File: src/hdl/scd_pkg.sv
// ----------------------------------------------------------------------------
// scd_pkg
// Shared widths, codes and result type for the sync/length/checksum deframer.
// ----------------------------------------------------------------------------
package scd_pkg;

   localparam int BYTE_W   = 8;
   localparam int OFFSET_W = 7;
   localparam int STATUS_W = 2;

   localparam logic [BYTE_W-1:0]   HEADER_BYTE      = 8'hff;
   localparam logic [BYTE_W-1:0]   MIN_FRAME_LENGTH = 8'd6;
   localparam logic [BYTE_W-1:0]   MAX_FRAME_LENGTH = 8'd128;
   localparam logic [OFFSET_W-1:0] LAST_OFFSET      = 7'd127;

   localparam logic [STATUS_W-1:0] STATUS_GOOD     = 2'd0;
   localparam logic [STATUS_W-1:0] STATUS_CHECKSUM = 2'd1;
   localparam logic [STATUS_W-1:0] STATUS_LENGTH   = 2'd2;

   typedef struct packed {
      logic [OFFSET_W-1:0] frame_offset;
      logic [BYTE_W-1:0]   frame_byte;
      logic                frame_last;
      logic [STATUS_W-1:0] frame_status;
   } rsp_type;

endpackage

File: src/hdl/scd_in_reg.sv
// ----------------------------------------------------------------------------
// scd_in_reg
// Input register: holds one received byte until the parser takes it.
// ----------------------------------------------------------------------------
module scd_in_reg (
   input  logic                       clock,
   input  logic                       reset,
   input  logic                       req_valid,
   output logic                       req_ready,
   input  logic [scd_pkg::BYTE_W-1:0] req_rx_byte,
   input  logic                       consume,
   output logic                       in_valid,
   output logic [scd_pkg::BYTE_W-1:0] in_byte
);
   import scd_pkg::*;

   logic              vld_ff, vld_in;
   logic [BYTE_W-1:0] byte_ff;

   assign req_ready = !vld_ff || consume;
   assign vld_in    = (req_valid && req_ready) || (vld_ff && !consume);

   always_ff @(posedge clock) begin
      if (reset) begin
         vld_ff <= 1'b0;
      end else begin
         vld_ff <= vld_in;
      end
   end

   always_ff @(posedge clock) begin
      if (req_valid && req_ready) begin
         byte_ff <= req_rx_byte;
      end
   end

   assign in_valid = vld_ff;
   assign in_byte  = byte_ff;

endmodule

File: src/hdl/scd_core.sv
// ----------------------------------------------------------------------------
// scd_core
// Header hunt, length capture and checksum check, one byte per cycle while results are taken.
// ----------------------------------------------------------------------------
module scd_core (
   input  logic                       clock,
   input  logic                       reset,
   input  logic                       csr_write_en,
   input  logic                       csr_write_data,
   input  logic                       in_valid,
   input  logic [scd_pkg::BYTE_W-1:0] in_byte,
   input  logic                       out_can_take,
   output logic                       consume,
   output logic                       push,
   output scd_pkg::rsp_type           rsp
);
   import scd_pkg::*;

   localparam logic [1:0] PHASE_FIRST  = 2'd0;
   localparam logic [1:0] PHASE_SECOND = 2'd1;
   localparam logic [1:0] PHASE_FRAME  = 2'd2;

   logic                lenpos_ff;
   logic [1:0]          phase_ff, phase_in;
   logic [OFFSET_W-1:0] pos_ff, pos_in;
   logic [BYTE_W-1:0]   len_ff, len_in;
   logic [BYTE_W-1:0]   sum_ff, sum_in;

   logic                has_rsp;
   logic [OFFSET_W-1:0] cap_at;
   logic [BYTE_W-1:0]   len_eff;
   logic                len_bad;

   always_comb begin
      phase_in = phase_ff;
      pos_in   = pos_ff;
      len_in   = len_ff;
      sum_in   = sum_ff;
      has_rsp  = 1'b0;
      rsp      = '{frame_offset: pos_ff, frame_byte: in_byte,
                   frame_last: 1'b0, frame_status: STATUS_GOOD};
      cap_at   = lenpos_ff ? 7'd2 : 7'd3;
      len_eff  = len_ff;
      len_bad  = 1'b0;
      case (phase_ff)
         PHASE_SECOND: begin
            if (in_byte == HEADER_BYTE) begin
               phase_in = PHASE_FRAME;
               pos_in   = 7'd2;
               len_in   = '0;
               sum_in   = '0;
            end else begin
               phase_in = PHASE_FIRST;
            end
         end
         PHASE_FRAME: begin
            has_rsp = 1'b1;
            if (len_ff == '0 && pos_ff == cap_at) begin
               if (in_byte < MIN_FRAME_LENGTH || in_byte > MAX_FRAME_LENGTH) begin
                  len_bad = 1'b1;
               end else begin
                  len_eff = in_byte;
               end
            end
            if (len_bad) begin
               rsp.frame_last   = 1'b1;
               rsp.frame_status = STATUS_LENGTH;
            end else if (len_eff != '0 && {1'b0, pos_ff} == len_eff - 8'd1) begin
               rsp.frame_last   = 1'b1;
               rsp.frame_status = (in_byte == ~sum_ff) ? STATUS_GOOD : STATUS_CHECKSUM;
            end else if (pos_ff == LAST_OFFSET) begin
               // no length seen by the last offset: give up on the frame
               rsp.frame_last   = 1'b1;
               rsp.frame_status = STATUS_LENGTH;
            end else begin
               sum_in = sum_ff + in_byte;
               pos_in = pos_ff + 7'd1;
               len_in = len_eff;
            end
            if (rsp.frame_last) begin
               phase_in = PHASE_FIRST;
               pos_in   = '0;
               len_in   = '0;
               sum_in   = '0;
            end
         end
         default: begin
            phase_in = (in_byte == HEADER_BYTE) ? PHASE_SECOND : PHASE_FIRST;
         end
      endcase
   end

   // stall only when a result has nowhere to go
   assign consume = in_valid && (!has_rsp || out_can_take);
   assign push    = consume && has_rsp;

   always_ff @(posedge clock) begin
      if (reset) begin
         lenpos_ff <= 1'b0;
         phase_ff  <= PHASE_FIRST;
         pos_ff    <= '0;
         len_ff    <= '0;
         sum_ff    <= '0;
      end else begin
         if (csr_write_en) begin
            lenpos_ff <= csr_write_data;
         end
         if (consume) begin
            phase_ff <= phase_in;
            pos_ff   <= pos_in;
            len_ff   <= len_in;
            sum_ff   <= sum_in;
         end
      end
   end

endmodule

File: src/hdl/scd_out_reg.sv
// ----------------------------------------------------------------------------
// scd_out_reg
// Result register: holds one result until the consumer takes it.
// ----------------------------------------------------------------------------
module scd_out_reg (
   input  logic             clock,
   input  logic             reset,
   input  logic             push,
   input  scd_pkg::rsp_type rsp,
   output logic             out_can_take,
   output logic             rsp_valid,
   input  logic             rsp_ready,
   output scd_pkg::rsp_type rsp_data
);
   import scd_pkg::*;

   logic    vld_ff, vld_in;
   rsp_type data_ff;

   assign out_can_take = !vld_ff || rsp_ready;
   assign vld_in       = push || (vld_ff && !rsp_ready);

   always_ff @(posedge clock) begin
      if (reset) begin
         vld_ff <= 1'b0;
      end else begin
         vld_ff <= vld_in;
      end
   end

   always_ff @(posedge clock) begin
      if (push) begin
         data_ff <= rsp;
      end
   end

   assign rsp_valid = vld_ff;
   assign rsp_data  = data_ff;

endmodule

File: src/hdl/sync_length_checksum_deframer.sv
// A request is held in the input register, then its result in the result register.
// Throughput: one byte per cycle while results are taken; header and hunt
// bytes give no result and never stall. With a result held in the result
// register, one more frame byte waits in the input register and the input then stalls.
// Reset (synchronous): back to hunting for the header, length position 0,
// both registers empty.
// ----------------------------------------------------------------------------
// sync_length_checksum_deframer
// Byte-serial frame parser: header hunt, length check and inverted-sum check.
// ----------------------------------------------------------------------------
module sync_length_checksum_deframer (
   input  logic                         clock,
   input  logic                         reset,
   input  logic                         csr_write_en,
   input  logic                         csr_write_data,
   input  logic                         req_valid,
   output logic                         req_ready,
   input  logic [scd_pkg::BYTE_W-1:0]   req_rx_byte,
   output logic                         rsp_valid,
   input  logic                         rsp_ready,
   output logic [scd_pkg::OFFSET_W-1:0] rsp_frame_offset,
   output logic [scd_pkg::BYTE_W-1:0]   rsp_frame_byte,
   output logic                         rsp_frame_last,
   output logic [scd_pkg::STATUS_W-1:0] rsp_frame_status
);
   import scd_pkg::*;

   logic              in_valid, consume, push, out_can_take;
   logic [BYTE_W-1:0] in_byte;
   rsp_type           rsp, rsp_data;

   scd_in_reg u_in_reg (
      .clock       (clock),
      .reset       (reset),
      .req_valid   (req_valid),
      .req_ready   (req_ready),
      .req_rx_byte (req_rx_byte),
      .consume     (consume),
      .in_valid    (in_valid),
      .in_byte     (in_byte)
   );

   scd_core u_core (
      .clock          (clock),
      .reset          (reset),
      .csr_write_en   (csr_write_en),
      .csr_write_data (csr_write_data),
      .in_valid       (in_valid),
      .in_byte        (in_byte),
      .out_can_take   (out_can_take),
      .consume        (consume),
      .push           (push),
      .rsp            (rsp)
   );

   scd_out_reg u_out_reg (
      .clock        (clock),
      .reset        (reset),
      .push         (push),
      .rsp          (rsp),
      .out_can_take (out_can_take),
      .rsp_valid    (rsp_valid),
      .rsp_ready    (rsp_ready),
      .rsp_data     (rsp_data)
   );

   assign rsp_frame_offset = rsp_data.frame_offset;
   assign rsp_frame_byte   = rsp_data.frame_byte;
   assign rsp_frame_last   = rsp_data.frame_last;
   assign rsp_frame_status = rsp_data.frame_status;

   a_status_on_last : assert property (@(posedge clock) disable iff (reset)
      rsp_valid && !rsp_frame_last |-> rsp_frame_status == STATUS_GOOD)
      else $error("status set on a non-last byte");

   a_status_code : assert property (@(posedge clock) disable iff (reset)
      rsp_valid |-> rsp_frame_status == STATUS_GOOD ||
                    rsp_frame_status == STATUS_CHECKSUM ||
                    rsp_frame_status == STATUS_LENGTH)
      else $error("unknown frame status");

   a_offset_range : assert property (@(posedge clock) disable iff (reset)
      rsp_valid |-> rsp_frame_offset >= 7'd2)
      else $error("header offset emitted");

   a_push_room : assert property (@(posedge clock) disable iff (reset)
      push |-> out_can_take)
      else $error("result pushed into a full register");

endmodule

File: config.mk
export PLATFORM = sky130hd
export DESIGN_NAME = sync_length_checksum_deframer
export DESIGN_NICKNAME = d
export VERILOG_FILES = /design/src/hdl/scd_pkg.sv /design/src/hdl/scd_in_reg.sv /design/src/hdl/scd_core.sv /design/src/hdl/scd_out_reg.sv /design/src/hdl/sync_length_checksum_deframer.sv
export SDC_FILE = /design/constraint.sdc
export NUM_CORES = 1
export LEC_CHECK = 0
export BUFFER_PORTS_ARGS = -buffer_cell sky130_fd_sc_hd__clkbuf_2
export CAP_MARGIN = 20
export CORE_ASPECT_RATIO = 1.25
export CORE_MARGIN = 3
export CORE_UTILIZATION = 29
export CTS_CLUSTER_DIAMETER = 60
export CTS_CLUSTER_SIZE = 8
export DETAILED_ROUTE_END_ITERATION = 10
export GPL_TIMING_DRIVEN = 0
export PLACE_DENSITY = 0.57
export SYNTH_ARGS = -nofsm -noshare
export SYNTH_HDL_FRONTEND = slang
export SYNTH_SLANG_ARGS = --single-unit
File: constraint.sdc
create_clock -name clock -period 4.6 [get_ports clock]
set_clock_uncertainty 0.05 [all_clocks]
set_input_delay 0.46 -clock clock [delete_from_list [all_inputs] [get_ports clock]]
set_output_delay 0.46 -clock clock [all_outputs]
set_load 0.005 [all_outputs]
==> impl_metrics.yaml, run 1 <==
logic_synthesis:
  ys_types: 58
  avgSynthCellArea_um2: 9.98
  ys_ff_latch: 54
  synthTopCellsByArea: "edfxtp_1, dfxtp_1, ha_1"
  async_flop_share_pct: 0
  ys.flop_type: "dfxtp_1"
  ys_seq_area_share_pct: 46.2
  netlist.area_leader.share_pct: 26.9
  synth_edf_count: 26
  synth_common_cells: "dfxtp_1, edfxtp_1, nand2_1"
  synth_fp_nets: 317
  synth_area_mm2: 0.00291
  yosysMostFrequentCell: "dfxtp_1"
  yosysWarnings: 0
  synth_top_area_cell: "edfxtp_1"
  syn_inst: 291
clocking:
  cts_made_buffers: 5
  cts_max_level: 2
  clockRootBuffer: "clkbuf_16"
  clock_sinks: 54
  clk_pin_slew_ps: 70
  cts_tree: "built"
  ctsLongestPathBuffers: 2
  clk-insertion-delay-late_ps: 290
  hold_buffers: 0
finish:
  drive_gt1_share_pct: 18.3
  fin_cells: 459
  area_growth_pct: 17.6
  fin_nets: 358
  n_antenna_cell: 0
  nFillCells: 1017
power_and_ir_drop:
  combPwrFrac_pct: 5.4
  p_seq_share_pct: 51.1
  peakVddDrop_mv: 0.183
  switching_share_pct: 22.3
  p_clk_share_pct: 43.5
  intPower_w: 0.000792
  p_switching_w: 0.000227
  p_per_area_mw_per_mm2: 298
  p_leak_nw: 1.29
global_route:
  grt_antenna_before_repair: 0
  gr-total-overflow: 0
  grt_pass1_wl_mm: 11.8
  grt_max_degree: 20
  track_usage_pct: 13.1
  grt_pass1_vias: 2406
route:
  routed_wl_mm: 7.06
  first_pass_iters: 4
  num_vias: 2350
  ant_nets: 0
  routed_via_density: 5.12
  drt_iter0_drc: 172
  wl_per_cell_um: 15.4
  drcViolationCount: 0
timing:
  maxSlewHeadroom_pct: 39.4
  max_freq_ghz: 0.236
  maxSlewViolCount: 0
  hold_violations: 0
  setup_ws_ps: 369
  rsz0062_at_grt: "no"
  setup_viol: 0
  worstMarginPinSlew_ps: 909
  period_share_pct: 92.0
  period_needed_ps: 4230
  tns_ps: 0
setup_path:
  cpPeakStageDelay_ps: 450
  cp_max_fo: 10
  crit_buf_inv: 2
  cp-start-kind: "flop"
  crit_type: "reg2reg"
  crit_family: "compound AO/OA/AOI/OAI gates"
  crit_top_cell: "a21oi_1"
  cpMaxStageDelayCell: "edfxtp_1"
  crit_chain: "buf_6 -> nor4_4 -> nand4b_1 -> a211oi_2 -> buf_4 -> a21oi_1 -> ha_1 -> nor3b_1 -> a41o_1 -> a221oi_1 -> o2111a_1 -> a21oi_1 -> nor4b_1 -> a31oi_1 -> a22o_1"
  cp_data_arrival_time_ps: 4370
  endpoint_kind: "flop"
  required_ps: 4740
placement:
  gp_congestion: 0.923
  dp_worst_setup_slack_ps: 281
  port_buffers: 33
  dp_cells: 450
  dp.final_hpwl_mm: 5.21
floorplan:
  initial_core_util_pct: 29.9
  chipWidth_um: 95.5
  dieArea_mm2: 0.0113
  coreArea_mm2: 0.00971
  pin_count: 34
  die_h_um: 118
  rows: 40
outcome:
  outcome: "finished, final reports clean"
job:
  max-cap-violations: 0
hold_path:
  hold_path.class: "in2reg"
-- worst register-to-register path: cells and delay by family (launching register included) --
kind                     cells  cell delay, ps
AO/OA/AOI/OAI                8            1760
flip-flops                   1             450
buffers and inverters        2             400
AND/OR/NAND/NOR              4            1170
adder cells (fa/ha/maj)      1             290
-- state kept, by name, indices dropped and copies added (netlist names) --
register             flops
u_core.len_ff            8
u_core.lenpos_ff         1
u_core.phase_ff          2
u_core.pos_ff            7
u_core.sum_ff            8
u_in_reg.in_byte         8
u_in_reg.in_valid        1
u_out_reg.rsp_data      18
u_out_reg.rsp_valid      1
-- logic make-up (layout without fill, tap and decap cells) --
family,count (synthesis),in the layout,share of synthesized area (%)
buffers and inverters,25,67,3.79
AOI/OAI and AO/OA,69,69,17.5
xor gates and xnor gates,22,22,6.63
adders and majority gates,12,12,5.43
muxes,3,3,1.03
and+or+nand+nor,106,106,19.5
DFF,54,54,46.2
-- cell type report --
class	instances	area, um2	area share, %
multi-input cells	212	1460	42.8
flip-flops and latches	54	1340	39.3
repair buffers	34	173	5.05
well taps	126	158	4.61
clock buffers	5	125	3.66
plain buffers	19	87.6	2.56
clock inverters	3	48.8	1.43
inverters	6	22.5	0.659
-- cell usage in the layout (no fill, tap or decap), types with 2 or more instances in the layout --
master     instances
a32o_1             2
clkbuf_1          12
a21oi_1           12
xor2_1            10
nor2b_1            3
a22o_1             3
o21ai_0           15
or3_1              3
buf_4              2
clkbuf_2          33
nand2b_1           5
a31oi_1            5
o21a_1             3
ha_1              11
nand2_1           24
a211oi_2           2
nor2_1            20
clkbuf_16          5
or2_2              2
and3_1             6
inv_1              6
nand4b_1           2
nand4_1            5
xnor2_1           12
o211ai_1           2
edfxtp_1          26
a221o_1            2
o31ai_1            2
buf_2              4
nor4_1             2
nor3_1            17
a211oi_1           3
nor4b_1            2
dfxtp_1           28
mux2i_1            3
nand3_1            8
a21o_1             5
-- worst paths after layout --
check                      endpoint  cells past startpoint                 from  slack, ps
min reg2reg  u_out_reg.rsp_data[15]                      0     u_core.pos_ff[4]        380
max reg2reg        u_core.len_ff[6]                     15  u_in_reg.in_byte[4]        370
min             u_in_reg.in_byte[0]                      1       req_rx_byte[0]        290
max                u_core.len_ff[6]                     15  u_in_reg.in_byte[4]        370
-- routing by layer --
layer	vias to the layer above	global-route usage, %	wire length, um
met5	-	0	0
met4	0	4.54	157
met3	11	2.24	278
met2	56	22.1	3520
met1	1127	16.6	3110
li1	1156	-	-
-- per-stage QoR --
step	util, %	hold slack [ps]	total power [W]	instance area (um2)
after floorplan	-	353	0.000564	2910
after global placement	33.2	360	0.000585	3230
after detailed placement	33.2	360	0.000585	3230
after CTS	35.0	282	0.00103	3400
after global routing	35.2	279	0.00105	3420
final	35.2	286	0.00102	3420
-- what timing repair did --
item	4_1_cts	5_1_grt
gates resized for setup	0	1
endpoints found under the setup margin	0	13
buffers inserted	0	1
-- power groups by stage --
stage               clock network, W  registers (W)  logic (W)
finish                      0.000443       0.000520  0.0000552
global route                0.000466       0.000521  0.0000618
CTS                         0.000451       0.000521  0.0000544
detailed placement                 0       0.000531  0.0000541
global placement                   0       0.000532  0.0000530
floorplan                          0       0.000527  0.0000372
No activity file was read; power rests on OpenSTA's default activity.
==> run 2, diff against run 1 <==
Settings changed: CORE_UTILIZATION 29 to 58, GPL_ROUTABILITY_DRIVEN set to 0, PLACE_DENSITY 0.57 to 0.91.
==> run 2 against run 1 <==
  * First-iteration DRC count is 72% higher
  * Register-to-register slack worse by 40 ps
  * Clock power is 38% lower
  * Core utilization is 32 points higher
  * Sequential share of layout area is 2.0 points higher
  * Non-clock buffer count is 1 lower
  * Die area is 48% lower
  * Hold slack worse by 18 ps
  * Final area is 4.9% lower
  * Sequential power hardly changed
  * Via count is 4.7% higher
  * Global-route usage is 9.6 points higher
==> impl_metrics.yaml, run 2 (synthesis results as in run 1) <==
outcome:
  outcome: "finished, final reports clean"
timing:
  setup_viol: 0
  maxSlewViolCount: 0
  worstMarginPinSlew_ps: 913
  rsz0062_at_grt: "no"
  hold_violations: 0
  max_freq_ghz: 0.234
  period_share_pct: 92.9
  maxSlewHeadroom_pct: 39.2
  period_needed_ps: 4270
  tns_ps: 0
setup_path:
  crit_type: "reg2reg"
  crit_buf_inv: 1
  cp_data_arrival_time_ps: 4400
  reg2reg_depth: 15
  crit_start: "u_in_reg.in_byte[5]"
  cpPeakStageDelay_ps: 600
  r2r_end: "u_core.sum_ff[7]"
  crit_top_cell: "a21oi_1"
  reg2reg_from: "u_in_reg.in_byte[5]"
  cp_max_fo: 10
  endpoint_kind: "flop"
  required_ps: 4730
  cpMaxStageDelayCell: "edfxtp_1"
  crit_family: "compound AO/OA/AOI/OAI gates"
  rrSetupSlack_ps: 330
  cp-start-kind: "flop"
  crit_chain: "nor4_4 -> nand4b_1 -> a211oi_2 -> buf_4 -> a21oi_1 -> ha_1 -> xnor2_1 -> a41o_1 -> a221oi_1 -> o2111a_1 -> a21oi_1 -> nor3_2 -> a31oi_4 -> a21boi_4 -> nor3_1"
finish:
  largest_register_ff_count: 18
  n_antenna_cell: 0
  fin_nets: 357
  final_cell_mix: "clkbuf_2, dfxtp_1, edfxtp_1"
  multi_input_area_mm2: 0.00146
  seqCellArea_mm2: 0.00134
  nFillCells: 357
  final_common_cell: "clkbuf_2"
  drive_gt1_share_pct: 17.8
  fin_cells: 392
  area_growth_pct: 11.8
clocking:
  cts_made_buffers: 5
  hold_buffers: 0
  clockRootBuffer: "clkbuf_8"
  cts_max_level: 2
  cts_tree: "built"
  clk_pin_slew_ps: 90
  ctsLongestPathBuffers: 2
  clock_sinks: 54
  clk-insertion-delay-late_ps: 310
power_and_ir_drop:
  combPwrFrac_pct: 6.2
  p_leak_nw: 1.25
  finalPower_w: 0.000849
  p_seq_share_pct: 61.3
  intPower_w: 0.000655
  peakVddDrop_mv: 0.305
  switching_share_pct: 22.9
  p_clk_share_pct: 32.5
  p_per_area_mw_per_mm2: 261
  p_switching_w: 0.000194
route:
  routed_via_density: 6.28
  ant_nets: 0
  num_vias: 2460
  wl_per_cell_um: 16.4
  routed_wl_mm: 6.42
  drt_iter0_drc: 296
  first_pass_iters: 4
  drcViolationCount: 0
placement:
  dp_cells: 384
  port_buffers: 33
  dp.final_hpwl_mm: 4.70
hold_path:
  holdCritStartpoint: "req_rx_byte[6]"
  min_to: "u_in_reg.in_byte[6]"
  hold_path.class: "in2reg"
  worstHoldPathCells: 1
job:
  max-cap-violations: 0
global_route:
  grt_antenna_before_repair: 0
  grt_pass1_wl_mm: 10.8
  track_usage_pct: 22.7
  grt_pass1_vias: 2339
  grt_max_degree: 20
  gr-total-overflow: 0
floorplan:
  die_h_um: 85.1
  rows: 28
  pin_count: 34
  chipWidth_um: 69.3
  coreArea_mm2: 0.00480
  initial_core_util_pct: 60.5
  dieArea_mm2: 0.00590
## run 2: cell count changes in the layout (fill, tap and decap cells not counted), sizes merged
cell	previous run	this run
bufinv	1	0
clkinvlp	1	0
clkbuf	50	52
buf	8	7
## run 2: repair_timing
item | CTS | global route
resized for setup | 0 | 1
buffers inserted | 0 | 0
endpoints found under the setup margin | 0 | 7
## run 2: stage by stage
step	instance area [um2]	setup slack (ps)	utilization, %	hold slack, ps
floorplan	2910	924	-	353
global placement	3150	443	65.5	355
detailed placement	3150	331	65.5	359
CTS	3240	322	67.5	266
global route	3250	41.4	67.7	261
finish	3250	328	67.7	268
## run 2: area by class of cell
class                   count  share of cell area (%)
multi-input cells         212                    45.0
inverters                   6                   0.693
plain buffers              19                    2.70
flip-flops and latches     54                    41.3
clock buffers               7                    2.66
clock inverters             1                   0.270
repair buffers             33                    5.08
well taps                  60                    2.31
## run 2: power by group through the flow
stage	combinational, W	clock (W)	sequential (W)
after floorplan	0.0000372	0	0.000527
after global placement	0.0000501	0	0.000531
after detailed placement	0.0000520	0	0.000531
after CTS	0.0000523	0.000279	0.000520
after global routing	0.0000588	0.000298	0.000522
final	0.0000529	0.000276	0.000520
## run 2: metal layers
metal | routed length, um | vias up | share of wire [%] | global-route usage [%]
li1 | - | 1156 | - | -
met1 | 2610 | 1154 | 41 | 27.6
met2 | 3060 | 113 | 48 | 37.7
met3 | 398 | 37 | 6.2 | 4.38
met4 | 353 | 0 | 5.5 | 13.0
met5 | 0 | - | 0 | 0
## run 2: worst max-delay path by stage
stage	depth (start not counted)	slack (ps)	end
global route	15	40	u_core.sum_ff[7]
CTS	15	320	u_core.sum_ff[7]
detailed placement	15	330	u_core.sum_ff[7]
finish	15	330	u_core.sum_ff[7]
global placement	15	440	u_core.sum_ff[7]
floorplan	16	920	u_core.len_ff[5]
## run 2: worst reg2reg max path: stages (launching register included)
cell and delay, ps:
edfxtp_1 600, nor4_4 470, nand4b_1 240, a211oi_2 290, buf_4 210, a21oi_1 100
ha_1 330, xnor2_1 160, a41o_1 220, a221oi_1 200, o2111a_1 210, a21oi_1 110
nor3_2 300, a31oi_4 230, a21boi_4 320, nor3_1 100
